===== src/hw/rtl/ipv4_header_insert_assert.svh =====
// Assertion macros shared by the IPv4 header insertion RTL.
// Each macro expects i_clk and i_rst_n in the scope that uses it.
`ifndef IPV4_HEADER_INSERT_ASSERT_SVH
`define IPV4_HEADER_INSERT_ASSERT_SVH

// Plain property, checked on every rising edge outside reset.
`define IHI_ASSERT(label, prop, msg) \
    label: assert property (@(posedge i_clk) disable iff (!i_rst_n) (prop)) \
        else $error(msg);

// Same-cycle implication.
`define IHI_ASSERT_IMP(label, cond, conseq, msg) \
    label: assert property (@(posedge i_clk) disable iff (!i_rst_n) (cond) |-> (conseq)) \
        else $error(msg);

// Next-cycle implication.
`define IHI_ASSERT_NXT(label, cond, conseq, msg) \
    label: assert property (@(posedge i_clk) disable iff (!i_rst_n) (cond) |=> (conseq)) \
        else $error(msg);

`endif


===== src/hw/rtl/ihi_pkg.sv =====
// Shared types and constants for the IPv4 header insertion block.
// No dependencies; used by every module under hw/rtl.
package ihi_pkg;

    localparam int PortCount   = 4;
    localparam int MtuCount    = 4;
    localparam int PortSelW    = $clog2(MtuCount);
    localparam int CfgIndexW   = 3;
    localparam int CfgDataW    = 16;

    localparam logic [15:0] MtuReset     = 16'd1500;
    localparam logic [15:0] HdrBytes     = 16'd20;
    localparam logic [7:0]  VerIhl       = 8'h45;
    localparam logic [7:0]  TtlDefault   = 8'd64;
    localparam logic [15:0] DfFlag       = 16'h4000;
    // 0x4500 (version/IHL/TOS) + 0x4000 (DF) + 0x4000 (TTL 64, protocol 0)
    localparam logic [15:0] CsumConst    = 16'hC500;

    localparam int          SumW         = 19;
    localparam int          WordCount    = 5;
    localparam logic [2:0]  LastWord     = 3'(WordCount - 1);

    // Must be a power of two: pointers wrap naturally.
    localparam int QueueDepth = 2;
    localparam int QPtrW      = $clog2(QueueDepth);
    localparam int QCntW      = $clog2(QueueDepth + 1);

    typedef enum logic [CfgIndexW-1:0] {
        CfgPortMask = 3'd0,
        CfgMtuPort0 = 3'd1,
        CfgMtuPort1 = 3'd2,
        CfgMtuPort2 = 3'd3,
        CfgMtuPort3 = 3'd4
    } t_cfg_index;

    typedef enum logic [1:0] {
        StOk      = 2'd0,
        StBadPort = 2'd1,
        StOverMtu = 2'd2,
        StNoRoom  = 2'd3
    } t_status;

    // One classified packet, waiting for the emitter.
    typedef struct packed {
        t_status          status;
        logic [15:0]      ip_len;
        logic [15:0]      ident;
        logic [7:0]       protocol;
        logic [31:0]      ip_src;
        logic [31:0]      ip_dst;
        logic [SumW-1:0]  csum_sum;
    } t_desc;

    typedef struct packed {
        logic  valid;
        t_desc desc;
    } t_q_head;

endpackage


===== src/hw/rtl/ihi_front.sv =====
// Front end: configuration registers, packet checks, identification counter
// and the unfolded header sum. Depends on ihi_pkg.
module ihi_front (
    input  logic                         i_clk,
    input  logic                         i_rst_n,
    input  logic                         i_cfg_valid,
    output logic                         o_cfg_ready,
    input  logic [ihi_pkg::CfgIndexW-1:0] i_cfg_index,
    input  logic [ihi_pkg::CfgDataW-1:0]  i_cfg_data,
    input  logic                         i_accept,
    input  logic [15:0]                  i_payload_length,
    input  logic [7:0]                   i_protocol_number,
    input  logic [31:0]                  i_source_address,
    input  logic [31:0]                  i_destination_address,
    input  logic [7:0]                   i_egress_port,
    input  logic [15:0]                  i_headroom_bytes,
    output ihi_pkg::t_desc               o_desc
);

    logic [ihi_pkg::MtuCount-1:0] r_port_started;
    logic [15:0]                  r_mtu [ihi_pkg::MtuCount];
    logic [15:0]                  r_ident;
    logic [15:0]                  n_ident;

    logic                         cfg_we;
    logic [ihi_pkg::CfgIndexW-1:0] mtu_sel_full;
    logic [ihi_pkg::PortSelW-1:0] mtu_sel;
    logic [ihi_pkg::PortSelW-1:0] port_sel;
    logic                         port_bad;
    logic [16:0]                  total_ext;
    logic                         over_mtu;
    ihi_pkg::t_status             status;

    assign o_cfg_ready  = 1'b1;
    assign cfg_we       = i_cfg_valid;
    assign mtu_sel_full = i_cfg_index - ihi_pkg::CfgMtuPort0;
    assign mtu_sel      = mtu_sel_full[ihi_pkg::PortSelW-1:0];

    always_ff @(posedge i_clk) begin
        if (!i_rst_n) begin
            r_port_started <= '0;
            for (int p = 0; p < ihi_pkg::MtuCount; p++) begin
                r_mtu[p] <= ihi_pkg::MtuReset;
            end
        end else if (cfg_we) begin
            unique case (i_cfg_index) inside
                ihi_pkg::CfgPortMask: begin
                    r_port_started <= i_cfg_data[ihi_pkg::MtuCount-1:0];
                end
                ihi_pkg::CfgMtuPort0, ihi_pkg::CfgMtuPort1,
                ihi_pkg::CfgMtuPort2, ihi_pkg::CfgMtuPort3: begin
                    r_mtu[mtu_sel] <= i_cfg_data;
                end
                default: begin
                    // unknown index: drop the write
                end
            endcase
        end
    end

    // Checks in priority order: port, length, headroom.
    assign port_sel  = i_egress_port[ihi_pkg::PortSelW-1:0];
    assign port_bad  = (i_egress_port >= 8'(ihi_pkg::PortCount)) || !r_port_started[port_sel];
    assign total_ext = {1'b0, i_payload_length} + {1'b0, ihi_pkg::HdrBytes};
    assign over_mtu  = total_ext[16] || (total_ext[15:0] > r_mtu[port_sel]);

    always_comb begin
        if (port_bad) begin
            status = ihi_pkg::StBadPort;
        end else if (over_mtu) begin
            status = ihi_pkg::StOverMtu;
        end else if (i_headroom_bytes < ihi_pkg::HdrBytes) begin
            status = ihi_pkg::StNoRoom;
        end else begin
            status = ihi_pkg::StOk;
        end
    end

    // Advance identification only on a packet that passes.
    assign n_ident = (i_accept && status == ihi_pkg::StOk) ? r_ident + 16'd1 : r_ident;

    always_ff @(posedge i_clk) begin
        if (!i_rst_n) begin
            r_ident <= '0;
        end else begin
            r_ident <= n_ident;
        end
    end

    always_comb begin
        o_desc.status       = status;
        o_desc.ip_len       = total_ext[15:0];
        o_desc.ident        = r_ident;
        o_desc.protocol     = i_protocol_number;
        o_desc.ip_src       = i_source_address;
        o_desc.ip_dst       = i_destination_address;
        o_desc.csum_sum     = ihi_pkg::SumW'(ihi_pkg::CsumConst)
                            + ihi_pkg::SumW'(total_ext[15:0])
                            + ihi_pkg::SumW'(r_ident)
                            + ihi_pkg::SumW'(i_protocol_number)
                            + ihi_pkg::SumW'(i_source_address[31:16])
                            + ihi_pkg::SumW'(i_source_address[15:0])
                            + ihi_pkg::SumW'(i_destination_address[31:16])
                            + ihi_pkg::SumW'(i_destination_address[15:0]);
    end

endmodule


===== src/hw/rtl/ihi_queue.sv =====
// Short descriptor queue between the front end and the word emitter.
// Depends on ihi_pkg and ipv4_header_insert_assert.svh.
`include "ipv4_header_insert_assert.svh"

module ihi_queue (
    input  logic             i_clk,
    input  logic             i_rst_n,
    input  logic             i_push,
    input  ihi_pkg::t_desc   i_desc,
    output logic             o_full,
    input  logic             i_pop,
    output ihi_pkg::t_q_head o_head
);

    ihi_pkg::t_desc              r_slot [ihi_pkg::QueueDepth];
    logic [ihi_pkg::QPtrW-1:0]   r_wr_ptr;
    logic [ihi_pkg::QPtrW-1:0]   r_rd_ptr;
    logic [ihi_pkg::QCntW-1:0]   r_count;
    logic [ihi_pkg::QCntW-1:0]   n_count;
    logic                        do_push;
    logic                        do_pop;

    assign o_full      = (r_count == ihi_pkg::QCntW'(ihi_pkg::QueueDepth));
    assign o_head.valid = (r_count != '0);
    assign o_head.desc  = r_slot[r_rd_ptr];

    assign do_push = i_push && !o_full;
    assign do_pop  = i_pop && o_head.valid;

    always_comb begin
        n_count = r_count;
        if (do_push && !do_pop) begin
            n_count = r_count + ihi_pkg::QCntW'(1);
        end else if (do_pop && !do_push) begin
            n_count = r_count - ihi_pkg::QCntW'(1);
        end
    end

    always_ff @(posedge i_clk) begin
        if (do_push) begin
            r_slot[r_wr_ptr] <= i_desc;
        end
    end

    always_ff @(posedge i_clk) begin
        if (!i_rst_n) begin
            r_wr_ptr <= '0;
            r_rd_ptr <= '0;
            r_count  <= '0;
        end else begin
            if (do_push) begin
                r_wr_ptr <= r_wr_ptr + ihi_pkg::QPtrW'(1);
            end
            if (do_pop) begin
                r_rd_ptr <= r_rd_ptr + ihi_pkg::QPtrW'(1);
            end
            r_count <= n_count;
        end
    end

    `IHI_ASSERT(a_q_count_bound, r_count <= ihi_pkg::QCntW'(ihi_pkg::QueueDepth), "queue count above depth")
    `IHI_ASSERT_IMP(a_q_ptr_gap, r_count == '0, r_wr_ptr == r_rd_ptr, "empty queue with pointer gap")
    `IHI_ASSERT_IMP(a_q_full_ptrs, o_full, r_wr_ptr == r_rd_ptr, "full queue with pointer gap")

endmodule


===== src/hw/rtl/ihi_back.sv =====
// Back end: walks each passing descriptor into header words, turns a drop
// into one zero beat, folds the checksum and registers each output beat.
// Depends on ihi_pkg and ipv4_header_insert_assert.svh.
`include "ipv4_header_insert_assert.svh"

module ihi_back (
    input  logic             i_clk,
    input  logic             i_rst_n,
    input  ihi_pkg::t_q_head i_head,
    output logic             o_q_pop,
    output logic             o_empty,
    input  logic             i_pop,
    output logic [1:0]       o_status,
    output logic [31:0]      o_header_word,
    output logic [2:0]       o_word_index,
    output logic             o_last
);

    logic        r_out_valid;
    logic [1:0]  r_out_status;
    logic [31:0] r_out_word;
    logic [2:0]  r_out_idx;
    logic        r_out_last;
    logic [2:0]  r_word_idx;
    logic [2:0]  n_word_idx;

    logic        load;
    logic        is_drop;
    logic        end_item;
    logic [16:0] fold1;
    logic [15:0] fold2;
    logic [15:0] csum;
    logic [31:0] word;

    assign load     = i_head.valid && (!r_out_valid || i_pop);
    assign is_drop  = (i_head.desc.status != ihi_pkg::StOk);
    assign end_item = is_drop || (r_word_idx == ihi_pkg::LastWord);
    assign o_q_pop  = load && end_item;

    // Two end-around folds bring the 19-bit sum into 16 bits.
    assign fold1 = {1'b0, i_head.desc.csum_sum[15:0]}
                 + 17'(i_head.desc.csum_sum[ihi_pkg::SumW-1:16]);
    assign fold2 = fold1[15:0] + 16'(fold1[16]);
    assign csum  = (fold2 == 16'hFFFF) ? fold2 : ~fold2;

    always_comb begin
        case (r_word_idx)
            3'd0:    word = {ihi_pkg::VerIhl, 8'h00, i_head.desc.ip_len};
            3'd1:    word = {i_head.desc.ident, ihi_pkg::DfFlag};
            3'd2:    word = {ihi_pkg::TtlDefault, i_head.desc.protocol, csum};
            3'd3:    word = i_head.desc.ip_src;
            default: word = i_head.desc.ip_dst;
        endcase
    end

    always_comb begin
        n_word_idx = r_word_idx;
        if (load) begin
            n_word_idx = end_item ? 3'd0 : r_word_idx + 3'd1;
        end
    end

    always_ff @(posedge i_clk) begin
        if (!i_rst_n) begin
            r_out_valid <= 1'b0;
            r_word_idx  <= '0;
        end else begin
            r_word_idx <= n_word_idx;
            if (load) begin
                r_out_valid <= 1'b1;
            end else if (i_pop) begin
                r_out_valid <= 1'b0;
            end
        end
    end

    always_ff @(posedge i_clk) begin
        if (load) begin
            r_out_status <= i_head.desc.status;
            r_out_word   <= is_drop ? 32'd0 : word;
            r_out_idx    <= is_drop ? 3'd0 : r_word_idx;
            r_out_last   <= end_item;
        end
    end

    assign o_empty       = !r_out_valid;
    assign o_status      = r_out_status;
    assign o_header_word = r_out_word;
    assign o_word_index  = r_out_idx;
    assign o_last        = r_out_last;

    `IHI_ASSERT_IMP(a_drop_single, r_out_valid && r_out_status != ihi_pkg::StOk, r_out_last && r_out_word == 32'd0 && r_out_idx == 3'd0, "drop beat is not a single zero word")
    `IHI_ASSERT_IMP(a_idx_range, r_out_valid, r_out_idx <= ihi_pkg::LastWord, "word index past header end")
    `IHI_ASSERT_NXT(a_word_walk, r_out_valid && !r_out_last && i_pop, r_out_valid && r_out_idx == 3'($past(r_out_idx) + 3'd1), "header words not contiguous")

endmodule


===== src/hw/rtl/ipv4_header_insert.sv =====
// IPv4 header insertion: checks each packet descriptor and emits either one
// status beat (drop) or five big-endian header words with checksum.
// A descriptor passes through a queue slot and then the result register.
// The one 32-bit result register carries five header words for a passing
// packet and one status beat for a dropped one; a two-entry queue decouples input.
// Reset (synchronous, active low): queue empty, ports stopped, MTUs 1500, ident zero.
module ipv4_header_insert (
    input  logic        i_clk,
    input  logic        i_rst_n,
    // configuration write channel
    input  logic        i_cfg_valid,
    output logic        o_cfg_ready,
    input  logic [2:0]  i_cfg_index,
    input  logic [15:0] i_cfg_data,
    // packet descriptor input
    input  logic        push,
    output logic        full,
    input  logic [15:0] i_payload_length,
    input  logic [7:0]  i_protocol_number,
    input  logic [31:0] i_source_address,
    input  logic [31:0] i_destination_address,
    input  logic [7:0]  i_egress_port,
    input  logic [15:0] i_headroom_bytes,
    // result beats
    output logic        empty,
    input  logic        pop,
    output logic [1:0]  o_status,
    output logic [31:0] o_header_word,
    output logic [2:0]  o_word_index,
    output logic        o_last
);

    ihi_pkg::t_desc   front_desc;
    ihi_pkg::t_q_head q_head;
    logic             q_full;
    logic             q_pop;
    logic             in_accept;

    // An input beat is taken whenever the queue has room.
    assign full      = q_full;
    assign in_accept = push && !q_full;

    // Front: hold config, classify, stamp identification, pre-sum checksum.
    ihi_front u_front (
        .i_clk                 (i_clk),
        .i_rst_n               (i_rst_n),
        .i_cfg_valid           (i_cfg_valid),
        .o_cfg_ready           (o_cfg_ready),
        .i_cfg_index           (i_cfg_index),
        .i_cfg_data            (i_cfg_data),
        .i_accept              (in_accept),
        .i_payload_length      (i_payload_length),
        .i_protocol_number     (i_protocol_number),
        .i_source_address      (i_source_address),
        .i_destination_address (i_destination_address),
        .i_egress_port         (i_egress_port),
        .i_headroom_bytes      (i_headroom_bytes),
        .o_desc                (front_desc)
    );

    // Queue: lets the front keep taking packets while the back drains words.
    ihi_queue u_queue (
        .i_clk   (i_clk),
        .i_rst_n (i_rst_n),
        .i_push  (push),
        .i_desc  (front_desc),
        .o_full  (q_full),
        .i_pop   (q_pop),
        .o_head  (q_head)
    );

    // Back: advance one header word per accepted result beat.
    ihi_back u_back (
        .i_clk         (i_clk),
        .i_rst_n       (i_rst_n),
        .i_head        (q_head),
        .o_q_pop       (q_pop),
        .o_empty       (empty),
        .i_pop         (pop),
        .o_status      (o_status),
        .o_header_word (o_header_word),
        .o_word_index  (o_word_index),
        .o_last        (o_last)
    );

endmodule


===== config.mk =====
export PLATFORM = sky130hd
export DESIGN_NAME = ipv4_header_insert
export DESIGN_NICKNAME = d
export VERILOG_FILES = /design/src/hw/rtl/ihi_pkg.sv /design/src/hw/rtl/ihi_front.sv /design/src/hw/rtl/ihi_queue.sv /design/src/hw/rtl/ihi_back.sv /design/src/hw/rtl/ipv4_header_insert.sv
export VERILOG_INCLUDE_DIRS = /design/src /design/src/hw/rtl
export SDC_FILE = /design/constraint.sdc
export NUM_CORES = 1
export LEC_CHECK = 0
export ABC_AREA = 1
export ABC_CLOCK_PERIOD_IN_PS = 16200
export BUFFER_PORTS_ARGS = -buffer_cell sky130_fd_sc_hd__buf_4
export CAP_MARGIN = 25
export CORE_UTILIZATION = 43
export DETAILED_ROUTE_END_ITERATION = 8
export SKIP_CTS_REPAIR_TIMING = 1
export SLEW_MARGIN = 20
export SYNTH_ARGS = -nofsm -noshare
export SYNTH_HDL_FRONTEND = slang
export SYNTH_SLANG_ARGS = --single-unit

===== constraint.sdc =====
create_clock -name i_clk -period 16.2 [get_ports i_clk]
set_input_delay 3.24 -clock i_clk [delete_from_list [all_inputs] [get_ports i_clk]]
set_output_delay 3.24 -clock i_clk [all_outputs]
set_load 0.05 [all_outputs]

==> impl_metrics.env, run 1 <==
export IMPL_multi_input_area_um2=7470
export IMPL_muxShareOfSynthArea_pct=0.102
export IMPL_min_path_type="flip-flop to flip-flop"
export IMPL_wl_per_cell_um=19.1
export IMPL_finalMaxSlewViolations=0
export IMPL_final_util_pct=51.5
export IMPL_syn_mean_instance_area_um2=10.6
export IMPL_synth_cell_types=52
export IMPL_path_max_fanout=6
export IMPL_grt_setup_unrepaired="false"
export IMPL_viasPerCell=5.19
export IMPL_dpl_hpwl_um=36500
export IMPL_crit_path_end_kind="flip-flop"
export IMPL_worst_slew_pin_slew_ns=0.983
export IMPL_min_from="u_back.r_word_idx[0]$_SDFFE_PN0P_"
export IMPL_area_growth_pct=17.1
export IMPL_arrival_ns=9.03
export IMPL_grt_pass1_vias=13500
export IMPL_yosysWarnings=0
export IMPL_met1_usage_pct=28.6
export IMPL_busiest_layer="met2"
export IMPL_die_width_um=216
export IMPL_r2r_cells=31
export IMPL_peakVddDrop_mv=0.0751
export IMPL_synth_simple_gate_area_share_pct=15.3
export IMPL_fmax_mhz=115
export IMPL_cts_root_buf="clkbuf_16"
export IMPL_synthAdderAreaFrac_pct=11.4
export IMPL_synth_xor_area_share_pct=1.92
export IMPL_power_uw=4100
export IMPL_fill_cells=3995
export IMPL_clock_sinks=381
export IMPL_grtUsageTotal_pct=22.0
export IMPL_syn_cell_area_um2=19600
export IMPL_core_um2=44600
export IMPL_synth_edf_count=352
export IMPL_syn_inst=1855
export IMPL_instances_no_fill=2655
export IMPL_ios=177
export IMPL_clock_path_buffers=3
export IMPL_initial_utilization_pct=44.0
export IMPL_grtUsageMet3_pct=3.30
export IMPL_r2r_end="u_back.o_header_word[13]$_SDFFCE_PP0P_"
export IMPL_synth_fp_nets=2127
export IMPL_outcome="finished, final reports clean"
export IMPL_fin_crit_ns=8.66
export IMPL_final_nets=2303
export IMPL_ys_flop_type="edfxtp_1"
export IMPL_grt_ovfl_total=0
export IMPL_start_kind="primary input"
export IMPL_worst_r2r_setup_slack_ns=10.04
export IMPL_die_h_um=216
export IMPL_use_met2_pct=36.9
export IMPL_antenna_left=0
export IMPL_first_pass_iters=4
export IMPL_cap_violations=0
export IMPL_fin_skew_ns=0.0214
export IMPL_die_area_um2=46500
export IMPL_cp_required_ns=16.57
export IMPL_num_vias=13800
export IMPL_setup_tns_ns=0
export IMPL_clk_pin_slew_worst_paths_ns=0.06
export IMPL_grt_max_degree=75
export IMPL_drc_errors=0
export IMPL_max_slew_margin_pct=34.5
export IMPL_htreeDepth=2
export IMPL_cts_buffers_inserted=43
export IMPL_cts_tree="built"
export IMPL_rows=77
export IMPL_ys_seq_area_share_pct=56.8
export IMPL_hold_viol=0
export IMPL_min_path_cells=2
export IMPL_synth_seq_cells=381
export IMPL_hold_end="u_back.r_word_idx[0]$_SDFFE_PN0P_"
export IMPL_place_gp_congestion=0.867
export IMPL_p_per_area_nw_per_um2=179
export IMPL_drive_above_1_share_pct=14.7
export IMPL_drt_iter0_drc=1128
export IMPL_register_area_um2=11200
export IMPL_synthArstFlopShare_pct=0
export IMPL_io_buffers=173
export IMPL_drt_wl_total_um=50800
export IMPL_min_period_over_period_pct=53.4
export IMPL_p_leak_uw=0.00920
export IMPL_synth_compound_area_share_pct=9.08
export IMPL_synth_top_family_by_area="simple AND/OR/NAND/NOR gates"
export IMPL_dp_cells=2576
export IMPL_critPathKind="primary input to flip-flop"
export IMPL_setup_viol=0
export IMPL_antenna_found_initial=2
export IMPL_grt_pass1_wl_um=77500
export IMPL_clk_latency_ns=0.56
## worst max-delay path, cell delays in order
cell and delay, ns:
buf_4 0.09, ha_1 0.19, nor2_1 0.05, nor2_1 0.14, nand3_1 0.12, nor2_1 0.12, inv_1 0.07, nor2_1 0.16
nand3_1 0.16, nor3_1 0.27, xor2_1 0.47, a31o_2 0.20, xor2_1 0.22, fa_1 0.48, fa_1 0.55, inv_1 0.06
fa_1 0.50, ha_1 0.33, ha_1 0.37, nand2_1 0.10, inv_1 0.10, nand3_1 0.10, nor3_1 0.29, nand4_1 0.19
o2111ai_1 0.16, xor2_1 0.27
## registers in the layout (all words and copies together), names as in the netlist, named ones only
signal,flops
u_queue.r_count,2
u_front.r_port_started,4
u_back.o_word_index,3
u_queue.r_rd_ptr,1
u_front.r_mtu,64
u_back.o_status,2
u_back.o_header_word,32
u_back.r_out_valid,1
u_back.r_word_idx,3
u_queue.r_slot,250
u_back.o_last,1
u_queue.r_wr_ptr,1
u_front.r_ident,16
## stage by stage
step	setup WS, ns	cell area, um2	hold WS, ns
after floorplan	6.99	19600	0.472
after global placement	7.14	21600	0.487
after detailed placement	7.01	21600	0.492
after CTS	7.57	22900	0.508
after global routing	6.94	23000	0.531
final	7.54	23000	0.507
## power by group
group          internal (uW)  leakage (uW)  total [uW]  switching [uW]
Clock                    552      0.000646         937             385
Sequential              1360       0.00357        1420            56.8
Combinational            530       0.00498        1750            1220
Total                   2440       0.00920        4100            1660
## cells in the mapped netlist (13+ instances only)
library cell	instances	area, um2
nand2_1	393	1480
xor2_1	33	289
a32o_1	15	150
inv_1	196	736
nor2_1	189	709
o21ai_0	89	445
o22ai_1	16	100
ha_1	65	813
nand4_1	13	81.3
dfxtp_1	29	581
fa_1	71	1420
nand3_1	71	355
a21oi_1	140	701
edfxtp_1	352	10600
clkbuf_1	47	176
## kinds of logic after synthesis
kind of cell             count (synthesis)
AO/OA/AOI/OAI                          307
XOR/XNOR                                43
adder cells (fa/ha/maj)                136
buffers and inverters                  269
flip-flops                             381
multiplexers                             2
other                                    1
AND/OR/NAND/NOR                        716
## how the worst max path moves through the flow
| stage | from | to |
|---|---|---|
| 2_1_floorplan | push | u_queue.r_slot[1][0]$_DFFE_PP_ |
| 3_3_place_gp | i_payload_length[2] | u_queue.r_slot[0][18]$_DFFE_PP_ |
| 3_5_place_dp | i_payload_length[2] | u_queue.r_slot[0][18]$_DFFE_PP_ |
| 4_1_cts | i_payload_length[2] | u_queue.r_slot[0][18]$_DFFE_PP_ |
| 5_1_grt | i_payload_length[2] | u_queue.r_slot[0][18]$_DFFE_PP_ |
| 6_report | i_payload_length[2] | u_queue.r_slot[1][18]$_DFFE_PP_ |
## per-layer routing
layer	share of wire, %	routed length (um)	vias to the layer above
li1	-	-	6649
met1	42	21200	6661
met2	49	25000	386
met3	5.4	2730	77
met4	3.5	1780	4
met5	0.035	18	-
## cells in the final DEF, fill, tap and decap left out, types with 4 or more instances in the layout
cell and count:
clkbuf_16 43, nor2_1 186, nor4_1 7, nor2_4 7, nand2_4 5, a32o_1 15, nand2_2 12, nor3_1 7
o21ai_0 89, o22ai_1 16, buf_4 189, dfxtp_1 28, bufinv_16 4, xor2_1 33, a21oi_1 139, inv_2 6
nand3_1 71, o32ai_1 7, ha_1 65, a211oi_1 10, clkinv_1 14, nor2_2 4, clkbuf_1 12, edfxtp_1 352
inv_1 195, xnor2_1 10, clkinv_2 6, nand4_1 13, fa_1 71, or2_2 4, a21oi_2 8, nand2_1 393
## layout make-up
| cell class | count | share of cell area [%] |
|---|---|---|
| multi-input cells | 1205 | 32.5 |
| clock buffers | 55 | 4.88 |
| well taps | 592 | 3.23 |
| clock inverters | 21 | 0.910 |
| flip-flops and latches | 381 | 48.6 |
| repair buffers | 192 | 6.48 |
| inverters | 208 | 3.40 |
| diodes | 1 | 0.0109 |
No activity file was read; power rests on OpenSTA's default activity.
==> run 2, diff against run 1 <==
--- a/config.mk
+++ b/config.mk
@@ -7,7 +7,7 @@
 export NUM_CORES = 1
 export LEC_CHECK = 0
 export ABC_AREA = 1
-export ABC_CLOCK_PERIOD_IN_PS = 16200
+export ABC_CLOCK_PERIOD_IN_PS = 8400
 export BUFFER_PORTS_ARGS = -buffer_cell sky130_fd_sc_hd__buf_4
 export CAP_MARGIN = 25
 export CORE_UTILIZATION = 43
==> constraint.sdc (replaced) <==
create_clock -name i_clk -period 8.4 [get_ports i_clk]
set_input_delay 1.68 -clock i_clk [delete_from_list [all_inputs] [get_ports i_clk]]
set_output_delay 1.68 -clock i_clk [all_outputs]
set_load 0.05 [all_outputs]
==> run 2 against run 1 <==
  * Total power increased by 92%
  * Register-to-register slack worse by 7.2 ns
  * Non-clock buffer count is 1 lower
  * Largest power group unchanged
  * Sequential power increased by 92%
  * Cell area hardly changed
  * First-iteration DRC count is 8.8% lower
  * Critical path depth unchanged
  * Worst setup slack worse by 6.0 ns
==> impl_metrics.env, run 2 (synthesized netlist as in run 1, its figures left out) <==
export IMPL_outcome="finished, final reports clean"
export IMPL_num_vias=13800
export IMPL_viasPerCell=5.19
export IMPL_grt_ovfl_total=0
export IMPL_drt_iter0_drc=1029
export IMPL_pwr_share_comb_pct=42.9
export IMPL_placed_area_um2=21600
export IMPL_fin_skew_ns=0.0213
export IMPL_setup_tns_ns=0
export IMPL_grt_pass1_wl_um=77000
export IMPL_rows=77
export IMPL_core_um2=44600
export IMPL_critPathKind="primary input to flip-flop"
export IMPL_antenna_left=0
export IMPL_pwr_share_clk_pct=22.3
export IMPL_cts_buffers_inserted=43
export IMPL_setup_ws_ns=1.58
export IMPL_drt_wl_total_um=50900
export IMPL_io_buffers=173
export IMPL_crit_path_end_kind="flip-flop"
export IMPL_final_nets=2302
export IMPL_arrival_ns=7.21
export IMPL_fill_cells=4041
export IMPL_cts_tree="built"
export IMPL_instances_no_fill=2654
export IMPL_max_slew_margin_pct=34.5
export IMPL_initial_utilization_pct=44.0
export IMPL_final_common_cell="nand2_1"
export IMPL_fmax_mhz=147
export IMPL_grtUsageTotal_pct=21.9
export IMPL_first_pass_iters=7
export IMPL_min_period_over_period_pct=81.2
export IMPL_layout_common_cells="393 x nand2_1, 352 x edfxtp_1, 195 x inv_1, 186 x nor2_1, 186 x buf_4"
export IMPL_clock_path_buffers=3
export IMPL_p_sw_share_pct=40.7
export IMPL_clock_sinks=381
export IMPL_die_area_um2=46500
export IMPL_p_int_uw=4660
export IMPL_wl_per_cell_um=19.2
export IMPL_hold_end="u_back.r_word_idx[0]$_SDFFE_PN0P_"
export IMPL_antenna_found_initial=3
export IMPL_p_per_area_nw_per_um2=342
export IMPL_largest_reg_flops=250
export IMPL_hold_viol=0
export IMPL_grt_pass1_vias=13200
export IMPL_netSwitchingPower_uw=3190
export IMPL_clk_latency_ns=0.57
export IMPL_dp_cells=2574
export IMPL_dpl_hpwl_um=36200
export IMPL_r2r_end="u_back.o_header_word[13]$_SDFFCE_PP0P_"
export IMPL_min_path_type="flip-flop to flip-flop"
export IMPL_cap_violations=0
export IMPL_worst_slew_pin_slew_ns=0.982
export IMPL_cts_root_buf="clkbuf_16"
export IMPL_r2r_cells=30
export IMPL_path_max_fanout=6
export IMPL_n_antenna_cell=0
export IMPL_worst_r2r_setup_slack_ns=2.83
export IMPL_p_leak_uw=0.00920
export IMPL_finalMaxSlewViolations=0
export IMPL_min_path_cells=2
export IMPL_peakVddDrop_mv=0.157
export IMPL_setup_viol=0
export IMPL_fin_crit_ns=6.82
export IMPL_regMostFlops="u_queue.r_slot"
export IMPL_p_seq_share_pct=34.8
export IMPL_min_from="u_back.r_word_idx[0]$_SDFFE_PN0P_"
export IMPL_drc_errors=0
export IMPL_clk_pin_slew_worst_paths_ns=0.06
export IMPL_ios=177
export IMPL_final_util_pct=51.4
export IMPL_grt_setup_unrepaired="false"
export IMPL_start_kind="primary input"
export IMPL_die_h_um=216
export IMPL_area_growth_pct=17.0
export IMPL_htreeDepth=2
export IMPL_design_area_um2=22900
export IMPL_cp_required_ns=8.79
export IMPL_die_width_um=216
export IMPL_place_ws_ns=1.05
export IMPL_place_gp_congestion=0.866
export IMPL_grt_max_degree=107
export IMPL_drive_above_1_share_pct=14.7
==> run 2: worst max-delay path by stage <==
stage,from,to,depth (start not counted)
3_5_place_dp,i_payload_length[2],u_queue.r_slot[1][18]$_DFFE_PP_,26
2_1_floorplan,push,u_queue.r_slot[1][0]$_DFFE_PP_,2
3_3_place_gp,i_payload_length[2],u_queue.r_slot[0][18]$_DFFE_PP_,26
5_1_grt,i_payload_length[2],u_queue.r_slot[0][18]$_DFFE_PP_,26
4_1_cts,i_payload_length[2],u_queue.r_slot[1][18]$_DFFE_PP_,26
6_report,i_payload_length[2],u_queue.r_slot[1][18]$_DFFE_PP_,26
==> run 2: metal layers <==
metal  GRT usage, %  share of wire, %  vias to the layer above
met3           3.89               5.4                       65
met1           28.8                42                     6668
met2           36.9                50                      369
met4           6.57               2.5                        2
li1               -                 -                     6660
met5              0             0.026                        -
==> run 2: final cells by class <==
cell class              instances  area (um2)  share of cell area (%)
multi-input cells            1205        7470                    32.5
flip-flops and latches        381       11200                    48.6
inverters                     208         782                    3.41
clock inverters                22         159                   0.692
repair buffers                191        1510                    6.60
clock buffers                  55        1130                    4.93
well taps                     592         741                    3.23
==> run 2: through the flow <==
| stage | power, uW | hold slack, ns |
|---|---|---|
| after global placement | 6070 | 0.484 |
| after global routing | 8340 | 0.556 |
| after CTS | 7910 | 0.524 |
| after floorplan | 5120 | 0.472 |
| after detailed placement | 6150 | 0.510 |
| final | 7850 | 0.529 |
==> run 2: worst max-delay path, cell delays in order <==
cell and delay, ns:
buf_4 0.10, ha_1 0.17, nor2_1 0.05, nor2_1 0.15, nand3_1 0.13, nor2_1 0.13, inv_1 0.07, nor2_1 0.16
nand3_1 0.16, nor3_1 0.25, xor2_1 0.44, a31o_2 0.19, xor2_1 0.24, fa_1 0.48, fa_1 0.54, inv_1 0.05
fa_1 0.49, ha_1 0.32, ha_1 0.36, nand2_1 0.10, inv_1 0.10, nand3_1 0.09, nor3_1 0.24, nand4_1 0.14
o2111ai_1 0.14, xor2_1 0.23
==> run 2: power groups by stage <==
stage,clock network (uW),registers (uW),logic (uW)
2_1_floorplan,0,3080,2030
3_3_place_gp,0,2760,3310
3_5_place_dp,0,2770,3370
4_1_cts,1790,2740,3390
5_1_grt,1860,2770,3720
6_report,1750,2730,3370
